==> config.mk <==
export PLATFORM = sky130hd
export DESIGN_NAME = adsr_envelope_level_core
export DESIGN_NICKNAME = d
export VERILOG_FILES = /design/src/adsr_env_pkg.sv /design/src/adsr_env_cfg.sv /design/src/adsr_env_front.sv /design/src/adsr_env_div.sv /design/src/adsr_envelope_level_core.sv
export SDC_FILE = /design/constraint.sdc
export NUM_CORES = 2
export LEC_CHECK = 0
export ABC_CLOCK_PERIOD_IN_PS = 13800
export BUFFER_PORTS_ARGS = -buffer_cell sky130_fd_sc_hd__clkbuf_2
export CORE_AREA = 3 3 401 403
export CTS_CLUSTER_DIAMETER = 120
export DETAILED_ROUTE_END_ITERATION = 8
export DIE_AREA = 0 0 404 406
export GPL_TIMING_DRIVEN = 0
export HOLD_SLACK_MARGIN = 0.1
export PLACE_DENSITY = 0.74
export SYNTH_ARGS = -nofsm -noshare
export SYNTH_HDL_FRONTEND = slang
export SYNTH_HIERARCHICAL = 1
export SYNTH_SLANG_ARGS = --single-unit
==> constraint.sdc <==
create_clock -name clk_i -period 13.8 [get_ports clk_i]
set_input_delay 2.76 -clock clk_i [delete_from_list [all_inputs] [get_ports clk_i]]
set_output_delay 2.76 -clock clk_i [all_outputs]
set_load 0.1 [all_outputs]
==> src/adsr_env_pkg.sv <==
// Shared constants and types for the linear ADSR envelope level core.
package adsr_env_pkg;

  localparam int unsigned TIME_BITS_DEF       = 24;
  localparam int unsigned LEVEL_FRAC_BITS_DEF = 15;
  localparam int unsigned SEG_W               = 3;
  localparam int unsigned CFG_IDX_W           = 3;

  typedef enum logic [SEG_W-1:0] {
    SEG_ATTACK  = 3'd0,
    SEG_DECAY   = 3'd1,
    SEG_SUSTAIN = 3'd2,
    SEG_RELEASE = 3'd3,
    SEG_DONE    = 3'd4
  } seg_e;

  typedef enum logic [CFG_IDX_W-1:0] {
    REG_ATTACK  = 3'd0,
    REG_DECAY   = 3'd1,
    REG_SUSTAIN = 3'd2,
    REG_RELEASE = 3'd3,
    REG_LEVEL   = 3'd4
  } cfg_reg_e;

endpackage

==> src/adsr_env_cfg.sv <==
// Configuration registers and the segment end times derived from them.
module adsr_env_cfg
  import adsr_env_pkg::*;
#(
  parameter int unsigned TIME_BITS       = TIME_BITS_DEF,
  parameter int unsigned LEVEL_FRAC_BITS = LEVEL_FRAC_BITS_DEF,
  localparam int unsigned CFG_W = (TIME_BITS > LEVEL_FRAC_BITS + 1) ?
                                  TIME_BITS : LEVEL_FRAC_BITS + 1
) (
  input  logic                         clk_i,
  input  logic                         rst_ni,
  input  logic                         cfg_we_i,
  input  logic [CFG_IDX_W-1:0]         cfg_idx_i,
  input  logic [CFG_W-1:0]             cfg_data_i,
  output logic [TIME_BITS-1:0]         attack_o,
  output logic [TIME_BITS-1:0]         decay_o,
  output logic [TIME_BITS-1:0]         release_o,
  output logic [TIME_BITS+1:0]         end_d_o,
  output logic [TIME_BITS+1:0]         end_s_o,
  output logic [TIME_BITS+1:0]         end_r_o,
  output logic [LEVEL_FRAC_BITS:0]     sustain_lvl_o
);

  localparam int unsigned TB = TIME_BITS;
  localparam int unsigned EW = TIME_BITS + 2;
  localparam int unsigned LW = LEVEL_FRAC_BITS + 1;
  localparam logic [LW-1:0] FULL = {1'b1, {LEVEL_FRAC_BITS{1'b0}}};

  logic [TB-1:0] attack_q, decay_q, sustain_q, release_q;
  logic [LW-1:0] level_q;
  logic [EW-1:0] end_d_q, end_s_q, end_r_q;
  logic [LW-1:0] sl_sat_q;
  logic [EW-1:0] sum_ad, sum_sr, end_s_d, end_r_d;
  logic [LW-1:0] sl_sat_d;

  always_ff @(posedge clk_i or negedge rst_ni) begin
    if (!rst_ni) begin
      attack_q  <= '0;
      decay_q   <= '0;
      sustain_q <= '0;
      release_q <= '0;
      level_q   <= FULL;
    end else if (cfg_we_i) begin
      unique case (cfg_reg_e'(cfg_idx_i))
        REG_ATTACK:  attack_q  <= cfg_data_i[TB-1:0];
        REG_DECAY:   decay_q   <= cfg_data_i[TB-1:0];
        REG_SUSTAIN: sustain_q <= cfg_data_i[TB-1:0];
        REG_RELEASE: release_q <= cfg_data_i[TB-1:0];
        REG_LEVEL:   level_q   <= cfg_data_i[LW-1:0];
        default: ;
      endcase
    end
  end

  assign sum_ad   = {2'b00, attack_q} + {2'b00, decay_q};
  assign sum_sr   = {2'b00, sustain_q} + {2'b00, release_q};
  assign end_s_d  = sum_ad + {2'b00, sustain_q};
  assign end_r_d  = sum_ad + sum_sr;
  assign sl_sat_d = (level_q > FULL) ? FULL : level_q;

  always_ff @(posedge clk_i or negedge rst_ni) begin
    if (!rst_ni) begin
      end_d_q  <= '0;
      end_s_q  <= '0;
      end_r_q  <= '0;
      sl_sat_q <= FULL;
    end else begin
      end_d_q  <= sum_ad;
      end_s_q  <= end_s_d;
      end_r_q  <= end_r_d;
      sl_sat_q <= sl_sat_d;
    end
  end

  assign attack_o      = attack_q;
  assign decay_o       = decay_q;
  assign release_o     = release_q;
  assign end_d_o       = end_d_q;
  assign end_s_o       = end_s_q;
  assign end_r_o       = end_r_q;
  assign sustain_lvl_o = sl_sat_q;

endmodule

==> src/adsr_env_front.sv <==
// Front pipeline: input capture, segment decode and ramp numerator multiply.
module adsr_env_front
  import adsr_env_pkg::*;
#(
  parameter int unsigned TIME_BITS       = TIME_BITS_DEF,
  parameter int unsigned LEVEL_FRAC_BITS = LEVEL_FRAC_BITS_DEF
) (
  input  logic                                   clk_i,
  input  logic                                   rst_ni,
  input  logic [TIME_BITS-1:0]                   attack_i,
  input  logic [TIME_BITS-1:0]                   decay_i,
  input  logic [TIME_BITS-1:0]                   release_i,
  input  logic [TIME_BITS+1:0]                   end_d_i,
  input  logic [TIME_BITS+1:0]                   end_s_i,
  input  logic [TIME_BITS+1:0]                   end_r_i,
  input  logic [LEVEL_FRAC_BITS:0]               sustain_lvl_i,
  input  logic                                   in_valid_i,
  output logic                                   in_ready_o,
  input  logic [TIME_BITS+1:0]                   elapsed_i,
  output logic                                   out_valid_o,
  input  logic                                   out_ready_i,
  output logic [TIME_BITS+LEVEL_FRAC_BITS-1:0]   num_o,
  output logic [TIME_BITS-1:0]                   div_o,
  output seg_e                                   seg_o,
  output logic [LEVEL_FRAC_BITS:0]               base_o,
  output logic                                   add_o
);

  localparam int unsigned TB = TIME_BITS;
  localparam int unsigned EW = TIME_BITS + 2;
  localparam int unsigned LW = LEVEL_FRAC_BITS + 1;
  localparam int unsigned NW = TIME_BITS + LEVEL_FRAC_BITS;
  localparam logic [LW-1:0] FULL = {1'b1, {LEVEL_FRAC_BITS{1'b0}}};

  logic          v1_q, v2_q, v3_q;
  logic          en1, en2, en3;
  logic [EW-1:0] t1_q;

  seg_e          seg2_q, seg_d;
  logic [TB-1:0] off2_q, off_d;
  logic [LW-1:0] fac2_q, fac_d;
  logic [TB-1:0] div2_q, div_d;
  logic [LW-1:0] base2_q, base_d;
  logic          add2_q, add_d;
  logic [EW-1:0] diff_a, diff_d, diff_s;

  logic [LW+TB-1:0] prod;
  logic [NW-1:0]    num3_q;
  logic [TB-1:0]    div3_q;
  seg_e             seg3_q;
  logic [LW-1:0]    base3_q;
  logic             add3_q;

  assign en3        = !v3_q || out_ready_i;
  assign en2        = !v2_q || en3;
  assign en1        = !v1_q || en2;
  assign in_ready_o = en1;

  always_ff @(posedge clk_i or negedge rst_ni) begin
    if (!rst_ni) begin
      v1_q <= 1'b0;
      v2_q <= 1'b0;
      v3_q <= 1'b0;
    end else begin
      if (en1) begin
        v1_q <= in_valid_i;
      end
      if (en2) begin
        v2_q <= v1_q;
      end
      if (en3) begin
        v3_q <= v2_q;
      end
    end
  end

  always_ff @(posedge clk_i) begin
    if (en1 && in_valid_i) begin
      t1_q <= elapsed_i;
    end
  end

  assign diff_a = t1_q - {2'b00, attack_i};
  assign diff_d = t1_q - end_d_i;
  assign diff_s = t1_q - end_s_i;

  always_comb begin
    seg_d  = SEG_DONE;
    off_d  = '0;
    fac_d  = '0;
    div_d  = TB'(1);
    base_d = '0;
    add_d  = 1'b0;
    priority if (t1_q < {2'b00, attack_i}) begin
      seg_d  = SEG_ATTACK;
      off_d  = t1_q[TB-1:0];
      fac_d  = FULL;
      div_d  = attack_i;
      add_d  = 1'b1;
    end else if (t1_q < end_d_i) begin
      seg_d  = SEG_DECAY;
      off_d  = diff_a[TB-1:0];
      fac_d  = FULL - sustain_lvl_i;
      div_d  = decay_i;
      base_d = FULL;
    end else if (t1_q < end_s_i) begin
      seg_d  = SEG_SUSTAIN;
      off_d  = diff_d[TB-1:0] & '0;
      base_d = sustain_lvl_i;
    end else if (t1_q < end_r_i) begin
      seg_d  = SEG_RELEASE;
      off_d  = diff_s[TB-1:0];
      fac_d  = sustain_lvl_i;
      div_d  = release_i;
      base_d = sustain_lvl_i;
    end else begin
      seg_d  = SEG_DONE;
    end
  end

  always_ff @(posedge clk_i) begin
    if (en2 && v1_q) begin
      seg2_q  <= seg_d;
      off2_q  <= off_d;
      fac2_q  <= fac_d;
      div2_q  <= div_d;
      base2_q <= base_d;
      add2_q  <= add_d;
    end
  end

  assign prod = {{TB{1'b0}}, fac2_q} * {{LW{1'b0}}, off2_q};

  always_ff @(posedge clk_i) begin
    if (en3 && v2_q) begin
      num3_q  <= prod[NW-1:0];
      div3_q  <= div2_q;
      seg3_q  <= seg2_q;
      base3_q <= base2_q;
      add3_q  <= add2_q;
    end
  end

  assign out_valid_o = v3_q;
  assign num_o       = num3_q;
  assign div_o       = div3_q;
  assign seg_o       = seg3_q;
  assign base_o      = base3_q;
  assign add_o       = add3_q;

endmodule

==> src/adsr_env_div.sv <==
// Pipelined restoring divider that retires one quotient bit per stage.
module adsr_env_div
  import adsr_env_pkg::*;
#(
  parameter int unsigned TIME_BITS       = TIME_BITS_DEF,
  parameter int unsigned LEVEL_FRAC_BITS = LEVEL_FRAC_BITS_DEF,
  parameter int unsigned SIDE_W          = 1
) (
  input  logic                                 clk_i,
  input  logic                                 rst_ni,
  input  logic                                 in_valid_i,
  output logic                                 in_ready_o,
  input  logic [TIME_BITS+LEVEL_FRAC_BITS-1:0] num_i,
  input  logic [TIME_BITS-1:0]                 div_i,
  input  logic [SIDE_W-1:0]                    side_i,
  output logic                                 out_valid_o,
  input  logic                                 out_ready_i,
  output logic [LEVEL_FRAC_BITS-1:0]           quo_o,
  output logic [SIDE_W-1:0]                    side_o
);

  localparam int unsigned TB = TIME_BITS;
  localparam int unsigned F  = LEVEL_FRAC_BITS;

  logic          vld_w  [F+1];
  logic          rdy_w  [F+1];
  logic [TB-1:0] rem_w  [F+1];
  logic [F-1:0]  low_w  [F+1];
  logic [F-1:0]  quo_w  [F+1];
  logic [TB-1:0] div_w  [F+1];
  logic [SIDE_W-1:0] side_w [F+1];

  assign vld_w[0]  = in_valid_i;
  assign rem_w[0]  = num_i[TB+F-1:F];
  assign low_w[0]  = num_i[F-1:0];
  assign quo_w[0]  = '0;
  assign div_w[0]  = div_i;
  assign side_w[0] = side_i;
  assign in_ready_o = rdy_w[0];
  assign rdy_w[F]   = out_ready_i;

  for (genvar k = 0; k < F; k++) begin : g_stage
    logic              vld_q;
    logic [TB-1:0]     rem_q;
    logic [F-1:0]      low_q;
    logic [F-1:0]      quo_q;
    logic [TB-1:0]     div_q;
    logic [SIDE_W-1:0] side_q;
    logic              en;
    logic [TB:0]       trial, diff;
    logic              ge;
    logic [TB-1:0]     rem_n;

    assign en       = !vld_q || rdy_w[k+1];
    assign rdy_w[k] = en;
    assign trial    = {rem_w[k], low_w[k][F-1]};
    assign diff     = trial - {1'b0, div_w[k]};
    assign ge       = trial >= {1'b0, div_w[k]};
    assign rem_n    = ge ? diff[TB-1:0] : trial[TB-1:0];

    always_ff @(posedge clk_i or negedge rst_ni) begin
      if (!rst_ni) begin
        vld_q <= 1'b0;
      end else if (en) begin
        vld_q <= vld_w[k];
      end
    end

    always_ff @(posedge clk_i) begin
      if (en && vld_w[k]) begin
        rem_q  <= rem_n;
        low_q  <= {low_w[k][F-2:0], 1'b0};
        quo_q  <= {quo_w[k][F-2:0], ge};
        div_q  <= div_w[k];
        side_q <= side_w[k];
      end
    end

    assign vld_w[k+1]  = vld_q;
    assign rem_w[k+1]  = rem_q;
    assign low_w[k+1]  = low_q;
    assign quo_w[k+1]  = quo_q;
    assign div_w[k+1]  = div_q;
    assign side_w[k+1] = side_q;
  end

  assign out_valid_o = vld_w[F];
  assign quo_o       = quo_w[F];
  assign side_o      = side_w[F];

endmodule

==> src/adsr_envelope_level_core.sv <==
// Linear ADSR envelope level core: top level with the output register stage.
// An accepted input transaction passes through the front pipeline, the one-bit-per-stage
// divider and the output register stage before its result is valid.
// Throughput: one transaction per cycle while out_ready_i is held high; every stage stalls on its own.
// Reset: all valid bits clear, timing registers reset to 0, sustain level to full scale.
// A configuration write lands in its register, then in the registered segment end times.
module adsr_envelope_level_core
  import adsr_env_pkg::*;
#(
  parameter int unsigned TIME_BITS       = TIME_BITS_DEF,
  parameter int unsigned LEVEL_FRAC_BITS = LEVEL_FRAC_BITS_DEF,
  localparam int unsigned CFG_W = (TIME_BITS > LEVEL_FRAC_BITS + 1) ?
                                  TIME_BITS : LEVEL_FRAC_BITS + 1
) (
  input  logic                       clk_i,
  input  logic                       rst_ni,
  input  logic                       cfg_we_i,
  input  logic [CFG_IDX_W-1:0]       cfg_idx_i,
  input  logic [CFG_W-1:0]           cfg_data_i,
  input  logic                       in_valid_i,
  output logic                       in_ready_o,
  input  logic [TIME_BITS+1:0]       elapsed_ticks_i,
  output logic                       out_valid_o,
  input  logic                       out_ready_i,
  output logic [LEVEL_FRAC_BITS:0]   level_o,
  output logic [SEG_W-1:0]           segment_o
);

  localparam int unsigned TB     = TIME_BITS;
  localparam int unsigned EW     = TIME_BITS + 2;
  localparam int unsigned F      = LEVEL_FRAC_BITS;
  localparam int unsigned LW     = LEVEL_FRAC_BITS + 1;
  localparam int unsigned NW     = TIME_BITS + LEVEL_FRAC_BITS;
  localparam int unsigned SIDE_W = SEG_W + 1 + LW;

  logic [TB-1:0] attack, decay, release_len;
  logic [EW-1:0] end_d, end_s, end_r;
  logic [LW-1:0] sustain_lvl;

  logic          fr_valid, fr_ready;
  logic [NW-1:0] fr_num;
  logic [TB-1:0] fr_div;
  seg_e          fr_seg;
  logic [LW-1:0] fr_base;
  logic          fr_add;
  logic [SIDE_W-1:0] fr_side;

  logic              dv_valid, dv_ready;
  logic [F-1:0]      dv_quo;
  logic [SIDE_W-1:0] dv_side;
  seg_e              dv_seg;
  logic              dv_add;
  logic [LW-1:0]     dv_base;

  logic          out_vld_q, out_en;
  logic [LW-1:0] level_q, level_d;
  seg_e          seg_q;

  adsr_env_cfg #(
    .TIME_BITS       (TIME_BITS),
    .LEVEL_FRAC_BITS (LEVEL_FRAC_BITS)
  ) u_cfg (
    .clk_i         (clk_i),
    .rst_ni        (rst_ni),
    .cfg_we_i      (cfg_we_i),
    .cfg_idx_i     (cfg_idx_i),
    .cfg_data_i    (cfg_data_i),
    .attack_o      (attack),
    .decay_o       (decay),
    .release_o     (release_len),
    .end_d_o       (end_d),
    .end_s_o       (end_s),
    .end_r_o       (end_r),
    .sustain_lvl_o (sustain_lvl)
  );

  adsr_env_front #(
    .TIME_BITS       (TIME_BITS),
    .LEVEL_FRAC_BITS (LEVEL_FRAC_BITS)
  ) u_front (
    .clk_i         (clk_i),
    .rst_ni        (rst_ni),
    .attack_i      (attack),
    .decay_i       (decay),
    .release_i     (release_len),
    .end_d_i       (end_d),
    .end_s_i       (end_s),
    .end_r_i       (end_r),
    .sustain_lvl_i (sustain_lvl),
    .in_valid_i    (in_valid_i),
    .in_ready_o    (in_ready_o),
    .elapsed_i     (elapsed_ticks_i),
    .out_valid_o   (fr_valid),
    .out_ready_i   (fr_ready),
    .num_o         (fr_num),
    .div_o         (fr_div),
    .seg_o         (fr_seg),
    .base_o        (fr_base),
    .add_o         (fr_add)
  );

  assign fr_side = {fr_seg, fr_add, fr_base};

  adsr_env_div #(
    .TIME_BITS       (TIME_BITS),
    .LEVEL_FRAC_BITS (LEVEL_FRAC_BITS),
    .SIDE_W          (SIDE_W)
  ) u_div (
    .clk_i       (clk_i),
    .rst_ni      (rst_ni),
    .in_valid_i  (fr_valid),
    .in_ready_o  (fr_ready),
    .num_i       (fr_num),
    .div_i       (fr_div),
    .side_i      (fr_side),
    .out_valid_o (dv_valid),
    .out_ready_i (dv_ready),
    .quo_o       (dv_quo),
    .side_o      (dv_side)
  );

  assign dv_seg  = seg_e'(dv_side[SIDE_W-1 -: SEG_W]);
  assign dv_add  = dv_side[LW];
  assign dv_base = dv_side[LW-1:0];

  assign out_en   = !out_vld_q || out_ready_i;
  assign dv_ready = out_en;
  assign level_d  = dv_add ? {1'b0, dv_quo} : (dv_base - {1'b0, dv_quo});

  always_ff @(posedge clk_i or negedge rst_ni) begin
    if (!rst_ni) begin
      out_vld_q <= 1'b0;
    end else if (out_en) begin
      out_vld_q <= dv_valid;
    end
  end

  always_ff @(posedge clk_i) begin
    if (out_en && dv_valid) begin
      level_q <= level_d;
      seg_q   <= dv_seg;
    end
  end

  assign out_valid_o = out_vld_q;
  assign level_o     = level_q;
  assign segment_o   = seg_q;

endmodule

## Yosys cells after proc, flatten, opt, wreduce, memory -nomap -nowiden

Cells that the tools add are included.

| operators by class | value |
|---|---|
| multiply operators | 1 |
| add/subtract/negate cells | 22 |
| bitwise operators | 0 |
| reduce and logical (&&, ||, !) cells | 65 |
| div/mod/pow operators | 0 |
| equality and inequality tests | 4 |
| shift-type cells | 0 |
| $lt $le $gt $ge | 20 |
| mux-type cells | 33 |

Operators with widths:

| kind | count |
|---|---|
| $mux W24 | 22 |
| $sub A24 B24 Y24 | 16 |
| $ge A25 B24 Y1 | 15 |
| $mux W16 | 6 |
| $lt A26 B26 Y1 | 3 |
| $add A24 B24 Y25 | 2 |
| $mul A16 B24 Y39 | 1 |
| $add A26 B24 Y26 | 1 |
| $add A26 B26 Y26 | 1 |
| $lt A26 B24 Y1 | 1 |
| $logic_and A1 B1 Y1 | 19 |
| $logic_not A1 Y1 | 19 |
| $logic_or A1 B1 Y1 | 19 |
| $gt A16 B16 Y1 const B | 1 |
| $sub A16 B15 Y16 | 1 |
| $sub A16 B16 Y16 const A | 1 |
| $mux W15 | 1 |
| $reduce_and A2 Y1 | 5 |
| $eq A3 B2 Y1 const B | 2 |
| $eq A3 B1 Y1 const B | 1 |
| $eq A3 B3 Y1 const B | 1 |
| $logic_not A3 Y1 | 1 |
| $mux W3 | 1 |
| $reduce_or A3 Y1 | 1 |
| other kinds (3) | 4 |

| storage, ports and cells | value |
|---|---|
| output and inout port bits | 21 |
| latch bits | 0 |
| bits of input ports | 58 |
| memory bits (writable) | 0 |
| memories | 0 |
| register bits after elaboration | 1634 |
| bits in read-only memories | 0 |
| logic and storage cells | 263 |

## Logic depth before layout (Yosys ltp)

| logic depth | value |
|---|---|
| depth after elaboration | 21 |
| mapped depth | 23 |
| mapped depth without buffers | 22 |

## Cells and area by module

The synthesis kept the hierarchy.

By module, submodules not included:

| module | seq. area each (um2) | cells each | area an instance (um2) | instances |
|---|---|---|---|---|
| adsr_env_div | 36319.8 | 4555 | 58198.3 | 1 |
| adsr_env_front | 5870.6 | 2457 | 23804.1 | 1 |
| adsr_env_cfg | 5132.4 | 884 | 10641.5 | 1 |
| adsr_envelope_level_core | 595.6 | 195 | 1751.7 | 1 |

## Worst setup path after synthesis

Ideal clock, no wire load.

| timing | value |
|---|---|
| kind | input port to flip-flop |
| start | input out_ready_i |
| end | register u_div.g_stage[5].div_q[0] (enable) |
| library setup time | 574 ps |
| data required time | 13226 ps |
| cell stages on the path | 7 |
| path slack | 5645 ps |
| arrival time | 7581 ps |
| buffers on the path | 0 |
| path through | nand2b_1 nor2b_1 nand3_1 nor2_1 nand3_1 nor2_1 a31oi_1 |

| on the way | value |
|---|---|
| word-level cells in the longest chain between the ends | 12 |

Ends and longest elaborated chain:

| what | RTL line | RTL |
|---|---|---|
| start, declared | adsr_envelope_level_core.sv:24 | `input logic out_ready_i,` |
| $logic_or A1 B1 Y1 | adsr_envelope_level_core.sv:126 | `assign out_en = !out_vld_q \|\| out_ready_i;` |
| $logic_or A1 B1 Y1 (10 in a row) | adsr_env_div.sv:54 | `assign en = !vld_q \|\| rdy_w[k+1];` |
| $logic_and A1 B1 Y1 | adsr_env_div.sv:70 | `if (en && vld_w[k]) begin` |
| end signal, assigned | adsr_env_div.sv:74 | `div_q <= div_w[k];` |
| end, declared | adsr_env_div.sv:47 | `logic [TB-1:0] div_q;` |

No other way between the ends.
A chain may end at the register's enable or synchronous reset.

## Worst setup path in the final report

| timing | value |
|---|---|
| start | input out_ready_i |
| end | output in_ready_o |

| on the way | value |
|---|---|
| word-level cells in the longest chain between the ends | 19 |

Ends and longest elaborated chain:

| what | RTL line | RTL |
|---|---|---|
| $logic_or A1 B1 Y1 | adsr_envelope_level_core.sv:126 |  |
| via dv_ready | adsr_envelope_level_core.sv:48 | `logic dv_valid, dv_ready;` |
| $logic_or A1 B1 Y1 (15 in a row) | adsr_env_div.sv:54 |  |
| via fr_ready | adsr_envelope_level_core.sv:40 | `logic fr_valid, fr_ready;` |
| $logic_or A1 B1 Y1 | adsr_env_front.sv:54 | `assign en3 = !v3_q \|\| out_ready_i;` |
| $logic_or A1 B1 Y1 | adsr_env_front.sv:55 | `assign en2 = !v2_q \|\| en3;` |
| $logic_or A1 B1 Y1 | adsr_env_front.sv:56 | `assign en1 = !v1_q \|\| en2;` |
| end, declared | adsr_envelope_level_core.sv:21 | `output logic in_ready_o,` |

The timed path passes the listed nets, and every way through them passes these cells.

==> metrics.yaml <==
run_status:
  status: "completed"
yosys:
  synth_compound_area_frac: 0.122
  synth-async-reset-ratio: 0.137
  synthAdderAreaFrac: 0.161
  postSynthAreaPerCell_um2: 11.7
  synth_mux_area_frac: 0.0253
  ys_warn_count: 6
  synth_xor_area_frac: 0.0377
  yosys.area_share.simple: 0.0961
  syn_inst: 8091
  synth_top_family_by_area: "adder cells"
  synth_edf_count: 1409
  ys_ff_latch: 1633
  synth_top_flop_cell: "edfxtp_1"
  synth_nets: 9154
  syn_area_um2: 94400
  yosysUniqueCellTypes: 123
  yosysSeqAreaShare: 0.508
die:
  ios: 79
  dieArea_um2: 164000
  core_area_um2: 158000
  fp.dieW_um: 404
  initial_core_util: 0.598
  fp-row-count: 146
  die_h_um: 406
routing:
  finalWirelength_um: 239000
  drt_pass1_iterations: 6
  ant_nets: 0
  drtIter0Drc: 5673
  vias: 63100
  drcViolationCount: 0
  wire_per_inst_um: 22.6
  via_per_inst: 5.96
critical_path:
  start_kind: "primary input"
  critPathKind: "in2out"
  critPathCaptureType: "output pin"
  cp.arrival_ns: 6.29
  r2r_slack_ns: 6.31
  cp_max_fo: 5
  required_ns: 11.04
clock_network:
  cts_setup_buffers: 0
  cts-root-buf: "clkbuf_16"
  cts_resized: 0
  insertion_delay_ns: 0.81
  cts_hold_buf: 0
  clock_path_buffers: 3
  clk_pin_slew_worst_paths_ns: 0.06
  htree_levels: 4
  cts_tree: "built"
  cts_made_buffers: 172
  cts_sinks: 1633
place:
  place_inst: 10300
  numPortBuffers: 76
  dp_slack_ns: 4.80
  post-dp-hpwl_um: 184000
  gp_congestion: 1.02
global_routing:
  grt_max_degree: 105
  antenna_found_initial: 7
  grt_pass1_vias: 63300
  grt.overflow.total: 0
  grtUsageTotal: 0.292
  grt_pass1_wl_um: 365000
sta:
  max_slew_margin: 0.276
  tns_ns: 0
  grt_setup_unrepaired: "false"
  setup_slack_ns: 4.75
  finClkSkew_ns: 0.0678
  fmax_ghz: 0.111
  worstMarginPinSlew_ns: 1.08
  fin_crit_sh: 0.656
  setup_viol: 0
  drv_slew: 0
  hold_violations: 0
  layout_min_cycle_time_ns: 9.05
job:
  drv_cap: 0
final_layout:
  drive_above_1_share: 0.0903
  syn2layout_area_growth_pct: 10.2
  nets: 9433
  final-instance-count-excl-fill: 10600
worst_hold_path:
  hp-class: "reg2reg"
==> worst max-delay path, cell delays in order <==
cell      delay (ns)
clkbuf_2        0.08
nand2b_1        0.17
nor2b_1         0.41
nand3_1         0.21
nor2_1          0.46
nand3_1         0.26
nor4_1          0.86
nand3_1         0.28
nor2b_1         0.24
nand3_1         0.16
clkbuf_2        0.41
==> worst paths after layout <==
path	startpoint	endpoint	depth (start not counted)
max	out_ready_i	in_ready_o	11
min	u_div/g_stage[3].side_q[13]$_DFFE_PP_	u_div/g_stage[4].side_q[13]$_DFFE_PP_	0
max reg2reg	u_front/fac2_q[2]$_SDFFCE_PP0P_	u_front/num_o[32]$_DFFE_PP_	21
min reg2reg	u_div/g_stage[3].side_q[13]$_DFFE_PP_	u_div/g_stage[4].side_q[13]$_DFFE_PP_	0
max in group asynchronous	rst_ni	u_cfg/release_o[5]$_DFFE_PN0P_	3
min in group asynchronous	rst_ni	u_front/v1_q$_DFFE_PN0N_	1
==> cell families (layout without fill, tap and decap cells) <==
logic type / Yosys count / count (layout)
xor gates and xnor gates: 406 / 406
buffers and inverters: 1203 / 1624
adders and majority gates: 1005 / 1005
AOI/OAI and AO/OA: 1753 / 1753
other: 1 / 5
DFF: 1633 / 1633
and+or+nand+nor: 1876 / 1876
muxes: 214 / 214
==> Yosys cell counts (all sizes together) (91+ instances only) <==
master | n | area [µm²]
a21o | 227 | 1710
a21oi | 477 | 2420
and2 | 229 | 1430
clkbuf | 125 | 474
dfrtp | 222 | 5560
edfxtp | 1409 | 42300
fa | 349 | 6990
ha | 656 | 8210
inv | 999 | 3750
mux2 | 191 | 2150
nand2 | 711 | 2670
nand3 | 114 | 571
nor2 | 319 | 1200
nor3 | 96 | 480
o21a | 91 | 683
o21ai | 453 | 2290
xnor2 | 242 | 2120
xor2 | 164 | 1440
==> per-stage QoR <==
| stage | utilization | area, µm² | hold slack [ns] |
|---|---|---|---|
| floorplan | - | 94400 | 0.400 |
| global placement | 0.617 | 97400 | 0.400 |
| detailed placement | 0.622 | 98100 | 0.405 |
| CTS | 0.659 | 104000 | 0.374 |
| global route | 0.659 | 104000 | 0.385 |
| finish | 0.659 | 104000 | 0.375 |
==> state kept, by name (all words and copies together), names as in the netlist, 20 cells and up <==
name and cells:
u_div/g_stage.side_q 280, u_cfg/sustain_q 24, u_front/t1_q 26, u_cfg/decay_o 24, u_cfg/end_s_o 26, u_front/off2_q 24
u_cfg/attack_o 24, u_div/g_stage.div_q 336, u_front/num_o 39, u_cfg/release_o 24, u_div/side_o 20, u_front/div_o 24
u_cfg/end_r_o 26, u_cfg/end_d_o 25, u_div/g_stage.low_q 105, u_front/div2_q 24, u_div/g_stage.rem_q 336, u_div/g_stage.quo_q 105
==> layout by cell type (no fill, tap or decap), types with 24 or more instances in the layout <==
cell	n
clkinv_1	31
dfrtp_1	222
a21o_1	224
clkbuf_16	172
and3_1	32
o21ai_1	46
or3_1	24
inv_1	996
o21ai_0	402
fa_1	349
clkbuf_1	147
clkbuf_2	76
o21a_1	91
nor2_1	318
nor3_1	96
nor2b_1	78
edfxtp_1	1409
o211ai_1	32
nand4_1	74
nand2_1	711
xor2_1	164
a211oi_1	52
o31ai_1	40
nand3_1	114
buf_2	49
ha_1	656
a21oi_1	471
a31oi_1	64
o21bai_1	48
and2_1	216
xnor2_1	242
mux2_2	188
nand2b_1	77
clkinv_2	29
==> layout make-up <==
class                           instances  area [µm²]
Clock inverter                        108        1260
Timing Repair Buffer                  105        1060
Clock buffer                          208        4560
Fill cell                           11900       53800
Inverter                              999        3750
Antenna cell                            4        10.0
Buffer                                204         982
Multi-Input combinational cell       5255       41800
Sequential cell                      1633       47900
Tap cell                             2072        2590
==> metal layers <==
metal | track usage | wire [µm] | vias to the layer above
li1 | - | - | 29300
met1 | 0.366 | 94400 | 30900
met2 | 0.486 | 114000 | 2359
met3 | 0.0538 | 16400 | 605
met4 | 0.154 | 14300 | 10
met5 | 0 | 64 | -
Power is left out: the tool's default activity adds up to more than one toggle a clock period on the data nets, which glitch-free logic cannot reach.
